### src/rtl/dgspl_pkg.sv
// ----------------------------------------------------------------------------
// dgspl_pkg
// Shared types, register indexes and constants of the dark-gated sonar lamp.
// ----------------------------------------------------------------------------
package dgspl_pkg;

    localparam int LIGHT_BITS = 12;
    localparam int WIDTH_BITS = 16;
    localparam int TICK_BITS  = 22;
    localparam int DIST_BITS  = 11;
    localparam int TRIG_BITS  = 8;
    localparam int TOUT_BITS  = 16;
    localparam int PROD_BITS  = WIDTH_BITS + DIST_BITS;

    // distance = width * 1114 >> 16, fixed-point form of width * 0.017
    localparam int DIST_SCALE = 1114;
    localparam int DIST_SHIFT = 16;

    localparam int CFG_IDX_BITS  = 3;
    localparam int CFG_DATA_BITS = 22;

    localparam logic [CFG_IDX_BITS-1:0] CFG_DARK_THRESHOLD = 3'd0;
    localparam logic [CFG_IDX_BITS-1:0] CFG_TRIGGER_TICKS  = 3'd1;
    localparam logic [CFG_IDX_BITS-1:0] CFG_RISE_TIMEOUT   = 3'd2;
    localparam logic [CFG_IDX_BITS-1:0] CFG_FALL_TIMEOUT   = 3'd3;
    localparam logic [CFG_IDX_BITS-1:0] CFG_NEAR_LIMIT     = 3'd4;
    localparam logic [CFG_IDX_BITS-1:0] CFG_HOLD_TICKS     = 3'd5;
    localparam logic [CFG_IDX_BITS-1:0] CFG_PERIOD_TICKS   = 3'd6;

    localparam logic [LIGHT_BITS-1:0] RST_DARK_THRESHOLD = 12'd3000;
    localparam logic [TRIG_BITS-1:0]  RST_TRIGGER_TICKS  = 8'd10;
    localparam logic [TOUT_BITS-1:0]  RST_RISE_TIMEOUT   = 16'd10000;
    localparam logic [TOUT_BITS-1:0]  RST_FALL_TIMEOUT   = 16'd50000;
    localparam logic [DIST_BITS-1:0]  RST_NEAR_LIMIT     = 11'd20;
    localparam logic [TICK_BITS-1:0]  RST_HOLD_TICKS     = 22'd3000000;
    localparam logic [TICK_BITS-1:0]  RST_PERIOD_TICKS   = 22'd100000;

    typedef enum logic [2:0] {
        PH_START  = 3'd0,
        PH_TRIG   = 3'd1,
        PH_RISE   = 3'd2,
        PH_FALL   = 3'd3,
        PH_HOLD   = 3'd4,
        PH_PERIOD = 3'd5
    } phase_t;

    typedef struct packed {
        logic                  echo_level;
        logic                  light_valid;
        logic [LIGHT_BITS-1:0] light_sample;
    } in_item_t;

    typedef struct packed {
        logic                 trigger_out;
        logic                 lamp_on;
        logic [DIST_BITS-1:0] distance_cm;
        logic                 distance_done;
    } out_item_t;

    typedef struct packed {
        logic [LIGHT_BITS-1:0] dark_threshold;
        logic [TRIG_BITS-1:0]  trigger_ticks;
        logic [TOUT_BITS-1:0]  rise_timeout_ticks;
        logic [TOUT_BITS-1:0]  fall_timeout_ticks;
        logic [DIST_BITS-1:0]  near_limit_cm;
        logic [TICK_BITS-1:0]  hold_ticks;
        logic [TICK_BITS-1:0]  period_ticks;
    } cfg_t;

endpackage

### src/rtl/dark_gated_sonar_presence_lamp.sv
// ----------------------------------------------------------------------------
// dark_gated_sonar_presence_lamp
// Night-only sonar presence detector driving a street lamp, one tick per beat.
// ----------------------------------------------------------------------------
// usage
//   - in channel: one beat per microsecond tick, carrying the echo pin level
//     and an optional light sample (latched when light_valid is set)
//   - out channel: one beat per input beat, in order: trigger pin drive,
//     lamp drive, last distance in cm and a done flag for a new distance
//   - cfg port: cfg_we writes cfg_data into the register chosen by cfg_index
//     at the clock edge; indexes above the list are ignored; write only idle
//   - result path: a taken beat waits in the input register, then the
//     sequencer step writes its result into the output register
//   - throughput: one beat per cycle while out_ready is high; the tick step is
//     a single pass of counter compares and one 16x11 multiply for the distance
//   - stall: while out_ready is low the output register holds its beat and
//     the input register still takes one more beat; after that in_ready drops
//   - reset: sequencer starts a new cycle with lamp off and distance zero,
//     registers return to their default settings, both stages empty
// ----------------------------------------------------------------------------
module dark_gated_sonar_presence_lamp
    import dgspl_pkg::*;
(
    input  logic                     clk,
    input  logic                     rst_n,
    input  logic                     in_valid,
    output logic                     in_ready,
    input  in_item_t                 in_data,
    output logic                     out_valid,
    input  logic                     out_ready,
    output out_item_t                out_data,
    input  logic                     cfg_we,
    input  logic [CFG_IDX_BITS-1:0]  cfg_index,
    input  logic [CFG_DATA_BITS-1:0] cfg_data
);

    cfg_t      cfg;
    out_item_t step_result;

    // input stage
    logic      in_valid_reg;
    in_item_t  in_data_reg;

    // output stage
    logic      out_valid_reg;
    out_item_t out_data_reg;

    logic      advance;

    // the held beat moves into the sequencer when the output stage has room
    assign advance  = in_valid_reg && (!out_valid_reg || out_ready);
    assign in_ready = !in_valid_reg || advance;

    dgspl_cfg u_cfg
    (
        .clk       (clk),
        .rst_n     (rst_n),
        .cfg_we    (cfg_we),
        .cfg_index (cfg_index),
        .cfg_data  (cfg_data),
        .cfg       (cfg)
    );

    dgspl_seq u_seq
    (
        .clk     (clk),
        .rst_n   (rst_n),
        .advance (advance),
        .item    (in_data_reg),
        .cfg     (cfg),
        .result  (step_result)
    );

    always_ff @(posedge clk or negedge rst_n)
    begin
        if (!rst_n)
        begin
            in_valid_reg <= 1'b0;
        end
        else if (in_valid && in_ready)
        begin
            in_valid_reg <= 1'b1;
        end
        else if (advance)
        begin
            in_valid_reg <= 1'b0;
        end
    end

    // payload registers load without reset
    always_ff @(posedge clk)
    begin
        if (in_valid && in_ready)
        begin
            in_data_reg <= in_data;
        end
    end

    always_ff @(posedge clk or negedge rst_n)
    begin
        if (!rst_n)
        begin
            out_valid_reg <= 1'b0;
        end
        else if (advance)
        begin
            out_valid_reg <= 1'b1;
        end
        else if (out_ready)
        begin
            out_valid_reg <= 1'b0;
        end
    end

    always_ff @(posedge clk)
    begin
        if (advance)
        begin
            out_data_reg <= step_result;
        end
    end

    assign out_valid = out_valid_reg;
    assign out_data  = out_data_reg;

endmodule

### src/rtl/dgspl_cfg.sv
// ----------------------------------------------------------------------------
// dgspl_cfg
// Configuration register file, written by index, reset to default settings.
// ----------------------------------------------------------------------------
module dgspl_cfg
    import dgspl_pkg::*;
(
    input  logic                     clk,
    input  logic                     rst_n,
    input  logic                     cfg_we,
    input  logic [CFG_IDX_BITS-1:0]  cfg_index,
    input  logic [CFG_DATA_BITS-1:0] cfg_data,
    output cfg_t                     cfg
);

    cfg_t cfg_reg;

    always_ff @(posedge clk or negedge rst_n)
    begin
        if (!rst_n)
        begin
            cfg_reg.dark_threshold     <= RST_DARK_THRESHOLD;
            cfg_reg.trigger_ticks      <= RST_TRIGGER_TICKS;
            cfg_reg.rise_timeout_ticks <= RST_RISE_TIMEOUT;
            cfg_reg.fall_timeout_ticks <= RST_FALL_TIMEOUT;
            cfg_reg.near_limit_cm      <= RST_NEAR_LIMIT;
            cfg_reg.hold_ticks         <= RST_HOLD_TICKS;
            cfg_reg.period_ticks       <= RST_PERIOD_TICKS;
        end
        else if (cfg_we)
        begin
            // wider data is truncated to the register width
            case (cfg_index)
                CFG_DARK_THRESHOLD: cfg_reg.dark_threshold     <= cfg_data[LIGHT_BITS-1:0];
                CFG_TRIGGER_TICKS:  cfg_reg.trigger_ticks      <= cfg_data[TRIG_BITS-1:0];
                CFG_RISE_TIMEOUT:   cfg_reg.rise_timeout_ticks <= cfg_data[TOUT_BITS-1:0];
                CFG_FALL_TIMEOUT:   cfg_reg.fall_timeout_ticks <= cfg_data[TOUT_BITS-1:0];
                CFG_NEAR_LIMIT:     cfg_reg.near_limit_cm      <= cfg_data[DIST_BITS-1:0];
                CFG_HOLD_TICKS:     cfg_reg.hold_ticks         <= cfg_data[TICK_BITS-1:0];
                CFG_PERIOD_TICKS:   cfg_reg.period_ticks       <= cfg_data[TICK_BITS-1:0];
                default:            ;
            endcase
        end
    end

    assign cfg = cfg_reg;

endmodule

### src/rtl/dgspl_seq.sv
// ----------------------------------------------------------------------------
// dgspl_seq
// Ranging sequencer: phase state, tick counter, echo width and lamp state,
// advanced by one tick per beat, with the result of that tick.
// ----------------------------------------------------------------------------
module dgspl_seq
    import dgspl_pkg::*;
(
    input  logic      clk,
    input  logic      rst_n,
    input  logic      advance,
    input  in_item_t  item,
    input  cfg_t      cfg,
    output out_item_t result
);

    phase_t                phase_reg,  phase_next;
    logic [TICK_BITS-1:0]  tick_reg,   tick_next;
    logic [LIGHT_BITS-1:0] light_reg,  light_next;
    logic [WIDTH_BITS-1:0] width_reg,  width_next;
    logic [DIST_BITS-1:0]  dist_reg,   dist_next;
    logic                  lamp_reg,   lamp_next;

    logic [TICK_BITS:0]    tick_inc;
    logic [WIDTH_BITS-1:0] width_sat;
    logic                  finish;
    logic [WIDTH_BITS-1:0] fin_width;
    logic [PROD_BITS-1:0]  product;
    logic [DIST_BITS-1:0]  fin_dist;
    logic                  done;

    always_comb
    begin
        light_next = item.light_valid ? item.light_sample : light_reg;
        tick_inc   = {1'b0, tick_reg} + 1'b1;
        width_sat  = (width_reg == {WIDTH_BITS{1'b1}}) ? width_reg : width_reg + 1'b1;

        phase_next = phase_reg;
        tick_next  = tick_reg;
        width_next = width_reg;
        dist_next  = dist_reg;
        lamp_next  = lamp_reg;
        finish     = 1'b0;
        fin_width  = '0;

        case (phase_reg)
            PH_START:
            begin
                tick_next = '0;
                if (light_next > cfg.dark_threshold)
                begin
                    phase_next = PH_TRIG;
                end
                else
                begin
                    lamp_next  = 1'b0;
                    phase_next = PH_PERIOD;
                end
            end
            PH_TRIG:
            begin
                tick_next = tick_inc[TICK_BITS-1:0];
                if (tick_inc >= {{(TICK_BITS+1-TRIG_BITS){1'b0}}, cfg.trigger_ticks})
                begin
                    tick_next  = '0;
                    phase_next = PH_RISE;
                end
            end
            PH_RISE:
            begin
                if (item.echo_level)
                begin
                    tick_next  = '0;
                    width_next = '0;
                    phase_next = PH_FALL;
                end
                else
                begin
                    tick_next = tick_inc[TICK_BITS-1:0];
                    // no echo: width 0 ends the measurement
                    if (tick_inc >= {{(TICK_BITS+1-TOUT_BITS){1'b0}}, cfg.rise_timeout_ticks})
                    begin
                        finish = 1'b1;
                    end
                end
            end
            PH_FALL:
            begin
                if (!item.echo_level)
                begin
                    finish    = 1'b1;
                    fin_width = width_reg;
                end
                else
                begin
                    width_next = width_sat;
                    tick_next  = tick_inc[TICK_BITS-1:0];
                    if (tick_inc >= {{(TICK_BITS+1-TOUT_BITS){1'b0}}, cfg.fall_timeout_ticks})
                    begin
                        finish    = 1'b1;
                        fin_width = width_sat;
                    end
                end
            end
            PH_HOLD:
            begin
                tick_next = tick_inc[TICK_BITS-1:0];
                if (tick_inc >= {1'b0, cfg.hold_ticks})
                begin
                    tick_next  = '0;
                    phase_next = PH_PERIOD;
                end
            end
            PH_PERIOD:
            begin
                tick_next = tick_inc[TICK_BITS-1:0];
                if (tick_inc >= {1'b0, cfg.period_ticks})
                begin
                    tick_next  = '0;
                    phase_next = PH_START;
                end
            end
            default:
            begin
                tick_next  = '0;
                phase_next = PH_START;
            end
        endcase

        // width is at most 16 bits, so the distance never exceeds 1113
        product  = {{DIST_BITS{1'b0}}, fin_width} * PROD_BITS'(DIST_SCALE);
        fin_dist = product[DIST_SHIFT +: DIST_BITS];
        done     = finish;

        if (finish)
        begin
            width_next = fin_width;
            dist_next  = fin_dist;
            tick_next  = '0;
            if ((fin_dist != '0) && (fin_dist < cfg.near_limit_cm))
            begin
                lamp_next  = 1'b1;
                phase_next = PH_HOLD;
            end
            else
            begin
                lamp_next  = 1'b0;
                phase_next = PH_PERIOD;
            end
        end

        result.trigger_out   = (phase_next == PH_TRIG);
        result.lamp_on       = lamp_next;
        result.distance_cm   = dist_next;
        result.distance_done = done;
    end

    always_ff @(posedge clk or negedge rst_n)
    begin
        if (!rst_n)
        begin
            phase_reg <= PH_START;
            tick_reg  <= '0;
            light_reg <= '0;
            width_reg <= '0;
            dist_reg  <= '0;
            lamp_reg  <= 1'b0;
        end
        else if (advance)
        begin
            phase_reg <= phase_next;
            tick_reg  <= tick_next;
            light_reg <= light_next;
            width_reg <= width_next;
            dist_reg  <= dist_next;
            lamp_reg  <= lamp_next;
        end
    end

endmodule

### config.mk
export PLATFORM = sky130hd
export DESIGN_NAME = dark_gated_sonar_presence_lamp
export DESIGN_NICKNAME = d
export VERILOG_FILES = /design/src/rtl/dgspl_pkg.sv /design/src/rtl/dark_gated_sonar_presence_lamp.sv /design/src/rtl/dgspl_cfg.sv /design/src/rtl/dgspl_seq.sv
export SDC_FILE = /design/constraint.sdc
export NUM_CORES = 1
export LEC_CHECK = 0
export BUFFER_PORTS_ARGS = -buffer_cell sky130_fd_sc_hd__buf_2
export CAP_MARGIN = 20
export CELL_PAD_IN_SITES_DETAIL_PLACEMENT = 1
export CELL_PAD_IN_SITES_GLOBAL_PLACEMENT = 1
export CORE_AREA = 2 2 206 167
export CTS_CLUSTER_SIZE = 10
export DETAILED_ROUTE_END_ITERATION = 16
export DIE_AREA = 0 0 208 169
export GPL_TIMING_DRIVEN = 0
export PLACE_DENSITY = 0.85
export SLEW_MARGIN = 20
export SYNTH_ARGS = -nofsm -noshare
export SYNTH_HDL_FRONTEND = slang
export SYNTH_HIERARCHICAL = 1
export SYNTH_SLANG_ARGS = --single-unit
### constraint.sdc
create_clock -name clk -period 10.5 [get_ports clk]
set_clock_uncertainty 0.15 [all_clocks]
set_input_delay 0.525 -clock clk [delete_from_list [all_inputs] [get_ports clk]]
set_output_delay 0.525 -clock clk [all_outputs]
set_load 0.03 [all_outputs]
## Word-level counts from Yosys, hierarchy flattened

Index checks and enable logic that the tools add are counted.

- Add/subtract/negate cells: 2
- $mul: 1
- Magnitude comparators: 7
- Equality and inequality tests: 15
- Multiplexer cells: 38
- Reductions and logical operators: 22

Operator list:

| operator | count |
|---|---|
| $mux 22 | 6 |
| $mux 16 | 7 |
| $pmux 22 s5 | 1 |
| $ge 23x16->1 | 2 |
| $ge 23x22->1 | 2 |
| $pmux 16 s2 | 1 |
| $mul 16x10->26 const B | 1 |
| $add 22x1->23 const B | 1 |
| $ge 23x8->1 | 1 |
| $mux 3 | 6 |
| $pmux 3 s6 | 1 |
| $add 16x1->16 const B | 1 |
| $eq 16x16->1 const B | 1 |
| $reduce_and 2->1 | 8 |
| $eq 3x3->1 const B | 5 |
| $mux 1 | 13 |
| $eq 3x2->1 const B | 4 |
| $gt 12x12->1 | 1 |
| $mux 12 | 1 |
| $lt 11x11->1 | 1 |
| $mux 11 | 1 |
| $reduce_bool 11->1 | 1 |
| $eq 3x1->1 const B | 3 |
| $logic_not 3->1 | 2 |
| other kinds (8) | 14 |

- Flip-flop bits (word level): 202
- Output and inout port bits: 16
- Logic and storage cells: 107

## Longest topological paths before layout

- Depth in word-level cells: 11
- Mapped depth: 46

## Hierarchy

Netlist, hierarchy kept.

Modules (own cells, without submodules):

| module | times used | cells each | area each (um^2) |
|---|---|---|---|
| dgspl_seq | 1 | 1226 | 10043.4 |
| dgspl_cfg | 1 | 231 | 4071.4 |
| dark_gated_sonar_presence_lamp | 1 | 36 | 944.7 |

## Worst setup path before layout

OpenSTA, ideal clock, no wires.

- Path type: reg2reg
- From: register u_seq.tick_reg[0]
- To: register out_data_reg (netlist bit out_data[13]) (data pin)
- Setup time: 0.262 ns
- Data arrival time: 9.903 ns
- Required time: 10.088 ns
- Path slack: 0.185 ns
- Stages on the path, launching flop included: 41
- Path buffers: 1
- Period minus slack after synthesis: 10.315 ns
- Cells stage by stage: dfrtp_1 ha_1 nand3_1 nor3_1 nand4_1 xnor2_1 ha_1 and4_1 a221oi_1 o221a_2 nand3_1 nand3_1 clkbuf_1 o31a_1 inv_1 ha_1 ha_1 fa_1 [5 not listed] a2111oi_0 o21ai_0 a22oi_1 a21oi_1 nand2b_1 mux2i_1 a311oi_1 ha_1 a21oi_1 nor2b_1 o21ai_0 nand2b_1 a21oi_1 o21ai_0 or4b_2 o221ai_1 a21boi_1 a21oi_1

RTL lines:

| item | line | source |
|---|---|---|
| start: declaration | dgspl_seq.sv:18 | `logic [TICK_BITS-1:0] tick_reg, tick_next;` |
| start signal: assignment | dgspl_seq.sv:172 | `tick_reg <= tick_next;` |
| end signal: assignment | dark_gated_sonar_presence_lamp.sv:119 | `out_data_reg <= step_result;` |
| end: declaration | dark_gated_sonar_presence_lamp.sv:46 | `out_item_t out_data_reg;` |

==> results.md <==
- The post-synth net total is 1767.
- The DRC violation count after routing is 0.
- The critical path in this run is classified as reg -> reg.
- Summed over all layers, the routed wires come to about 52 mm.
- The detailed router finished its first iteration with approximately 1.2k violations.
- In this run the remaining antenna-violating nets after routing total 0.
- Among all flip-flop cells after synthesis, the most frequent one is dfrtp_1.
- Ranked by total cell area, the synthesized netlist is headed by dfrtp_1, ha_1, mux2_2.
- The worst setup path is captured at a flip-flop.
- Measured along the x axis, the die boundary spans 208 um.
- The pre-antenna-repair detailed-routing pass consisted of 6 iterations.
- The number of endpoints with negative hold slack in the final report is 0.
- The share of synthesized area in the top cell type comes to 0.2260.
- The type of origin of the critical path is a flip-flop.
- Counting instances in the post-synthesis netlist gives the leading cell types as ha_1, inv_1, mux2_2, dfrtp_1, nand2_1.
- Of all cell types, the one taking the most synthesized area is dfrtp_1.
- The worst path setup slack after routing is -4.809 ps.
- Counting flops and latches in the post-synthesis netlist gives around 200.
- STA puts the critical path data arrival time at 10640 ps.
- Static timing analysis puts the maximum clock frequency at 95.19 MHz.
- For this run the aggregate overflow at the end of global routing stands at 0.
- The core box area is 33180 um^2.
- Synthesis produced a netlist whose cell count is 1493.
- The signed area change from the synthesized netlist to the final layout is 18.98%.
- The setup TNS is -4.809 ps.
- The highest-utilization routing layer at the global route stage is met2.
- The final standard cell utilization of the core is 0.5400.
- The power per cell area is about 150 nW/um^2.
- The placed instance count is 1987.
- For this design the static power due to leakage is between 8 and 9 nW.
- The pin count of the biggest net entering global routing is 99.
- The average cell area after synthesis is 10.09 um^2.
- The number of buffers inserted during clock tree synthesis is 25.
- The CTS tree is built.
- The total of max-cap violations is 0.
- The count of H-tree levels built during CTS is 1.
- The y dimension of the die is 169 um.
- The final layout contains 1914 nets.
- The row count is 60.
- The combined global-route utilization of all metal layers is 0.2805.
- The number of synthesis warnings is 6.
- The global-route met2 utilization is 0.4819.
- For this configuration, the core starts out at a cell density of 0.4538.
- For this run, global-route usage on met1 was measured as 0.3523.
- After synthesis, the share of flip-flops with an asynchronous set or reset is 0.8614.
- The count of buffers from port buffering is 59.
- The flip-flop count of the largest register after layout is 107.
- Of the synthesized area, sequential elements account for 0.3481.
- The final reports fail on setup timing.
- The repair_antennas step left the layout with diodes totalling 0.
- In this run the tightest slew margin relative to its limit is 0.2385.
- Clock-pin slew was measured on the worst setup and hold paths at 60 ps.
- The clock sink count is 202.
- The root buffer cell chosen for the clock tree is clkbuf_16.
- The sum of net half-perimeters after detailed placement is 33.91 mm.
- Routability-driven placement finished with a final weighted congestion of between 0.9 and 1.
- The count of final max-slew check failures is 0.
- The worst-case IR drop observed on VDD is roughly 0.00015 V.
- The flow ran to the end, but the final reports show violations.
- The first-pass GRT wire length is 77.85 mm.
- The transition at the pin with the smallest max-transition slack is between 1000 and 1500 ps.
- The total die area is 35150 um^2.
- The type of the most critical hold path is in -> reg.
- For this run, the slowest stage of the critical path takes 520 ps.
- The count of cells in the finished layout, fillers not included, comes to 2093.
- The number of buffers on the longest clock path is 3.
- In the final layout, the share of cells above drive strength 1 is 0.2737.
- The number of global-route vias before repair came to between 10k and 15k.
- The number of top-level design ports is 60.
- At the later pin of the worst-skew pair, clock insertion delay measures 550 ps.
- Among all stages on the critical path, the largest delay is contributed by fa_1.
- The via count of the routed design is ~13k.
- Data on the critical path is required at its endpoint by 10630 ps.
- The number of antenna violations at the first check in global routing was 1.
- Counting I/O delays and the setup requirement, the final critical path takes 10500 ps.
- Dividing the detail-routed via count by the number of cells gives 6.195.
- The total of endpoints with negative setup slack in the final report is 1.
- The worst slack on hold paths is 15.50 ps.
- The average routed wire per standard cell is 24.92 um.
- The leading cell type by number of instances after synthesis is ha_1.
- Of the available clock period, the critical path in the final layout requires 1.000.
- The global routing usage on met3 is 0.05009.
- The post-synthesis cell area is 15060 um^2.
- The highest net fanout along the worst path is 8.
- Counting flops with a built-in enable in the synthesized netlist gives 28.
- The total design power is between 2 and 3 mW.
- Yosys mapped the design onto 88 distinct sky130hd cell types.
==> cell usage in the layout, fill, tap and decap left out, types with 29 or more instances in the layout <==
cell,Yosys,layout
clkbuf_1,25,37
nand2_1,87,86
dfstp_2,38,38
mux2_2,144,144
buf_2,17,71
inv_1,179,176
nor2_1,78,70
o21ai_0,50,38
a21o_1,33,33
nand4_1,29,29
a21oi_1,71,67
fa_1,33,33
dfrtp_1,136,133
ha_1,197,191
nand3_1,42,35
buf_4,4,57
==> kinds of logic (layout without fill, tap and decap cells) <==
group	after synthesis	count (layout)	share of synthesized area
mux	147	147	0.1097
buf+inv	231	397	0.06098
flops	202	202	0.3481
xor+xnor	28	28	0.01628
compound gates	297	297	0.1336
fa+ha+maj	230	230	0.2075
simple gates	358	358	0.1238
==> layout make-up <==
class / count / area (um^2)
Sequential cell: 202 / 5246
Fill cell: 3617 / 15260
Tap cell: 434 / 543.0
Clock buffer: 42 / 699.4
Timing Repair Buffer: 123 / 843.3
Buffer: 47 / 270.3
Clock inverter: 4 / 62.56
Inverter: 181 / 679.4
Multi-Input combinational cell: 1060 / 9573
==> critical path, delay by kind of cell, from the launching register on <==
kind / cells / cell delay (ps)
buffers and inverters: 6 / 810
adder cells (fa/ha/maj): 8 / 2860
multiplexers: 1 / 170
XOR/XNOR: 1 / 210
flip-flops: 1 / 370
AO/OA/AOI/OAI: 17 / 3590
AND/OR/NAND/NOR: 11 / 2120
==> metrics by stage <==
step	setup WS (ps)	area, um^2
floorplan	184.5	15060
global placement	-2361	15900
detailed placement	-2752	15950
CTS	42.96	17390
global route	-313.0	17920
finish	-4.809	17920
==> repair_timing <==
action                     CTS  global route
gates resized for setup     80            56
cloned                       0             1
pin swaps                   13            23
hold endpoints to repair    76             0
hold buffers                 7             0
setup endpoints to repair   18             4
buffers inserted            22            33
==> power by group <==
group / leakage (nW) / total, mW / switching [mW] / internal, mW
Sequential: 2.35 / 1.05 / 0.0936 / 0.952
Combinational: 6.16 / 0.742 / 0.423 / 0.319
Clock: 0.362 / 0.822 / 0.344 / 0.478
==> worst paths after layout <==
kind / start / to / slack (ps) / depth (start not counted)
setup / recovery: u_seq/tick_reg[7] / out_data[13] / -5 / 44
hold / removal: in_data[9] / in_data_reg[9] / 20 / 1
setup reg to reg: u_seq/tick_reg[7] / out_data[13] / -5 / 44
hold reg to reg: u_seq/lamp_reg / u_seq/lamp_reg / 350 / 2
max in group asynchronous: rst_n / u_cfg/cfg[43] / 8800 / 3
min in group asynchronous: rst_n / u_seq/dist_reg[0] / 430 / 2
==> per-layer routing <==
metal,up-vias,part of all wire,wire (um)
met5,-,0.00029,15
met3,204,0.069,3616
met2,633,0.48,25140
met4,2,0.046,2396
li1,5634,-,-
met1,6494,0.40,21000
No activity file was read; power rests on OpenSTA's default activity.
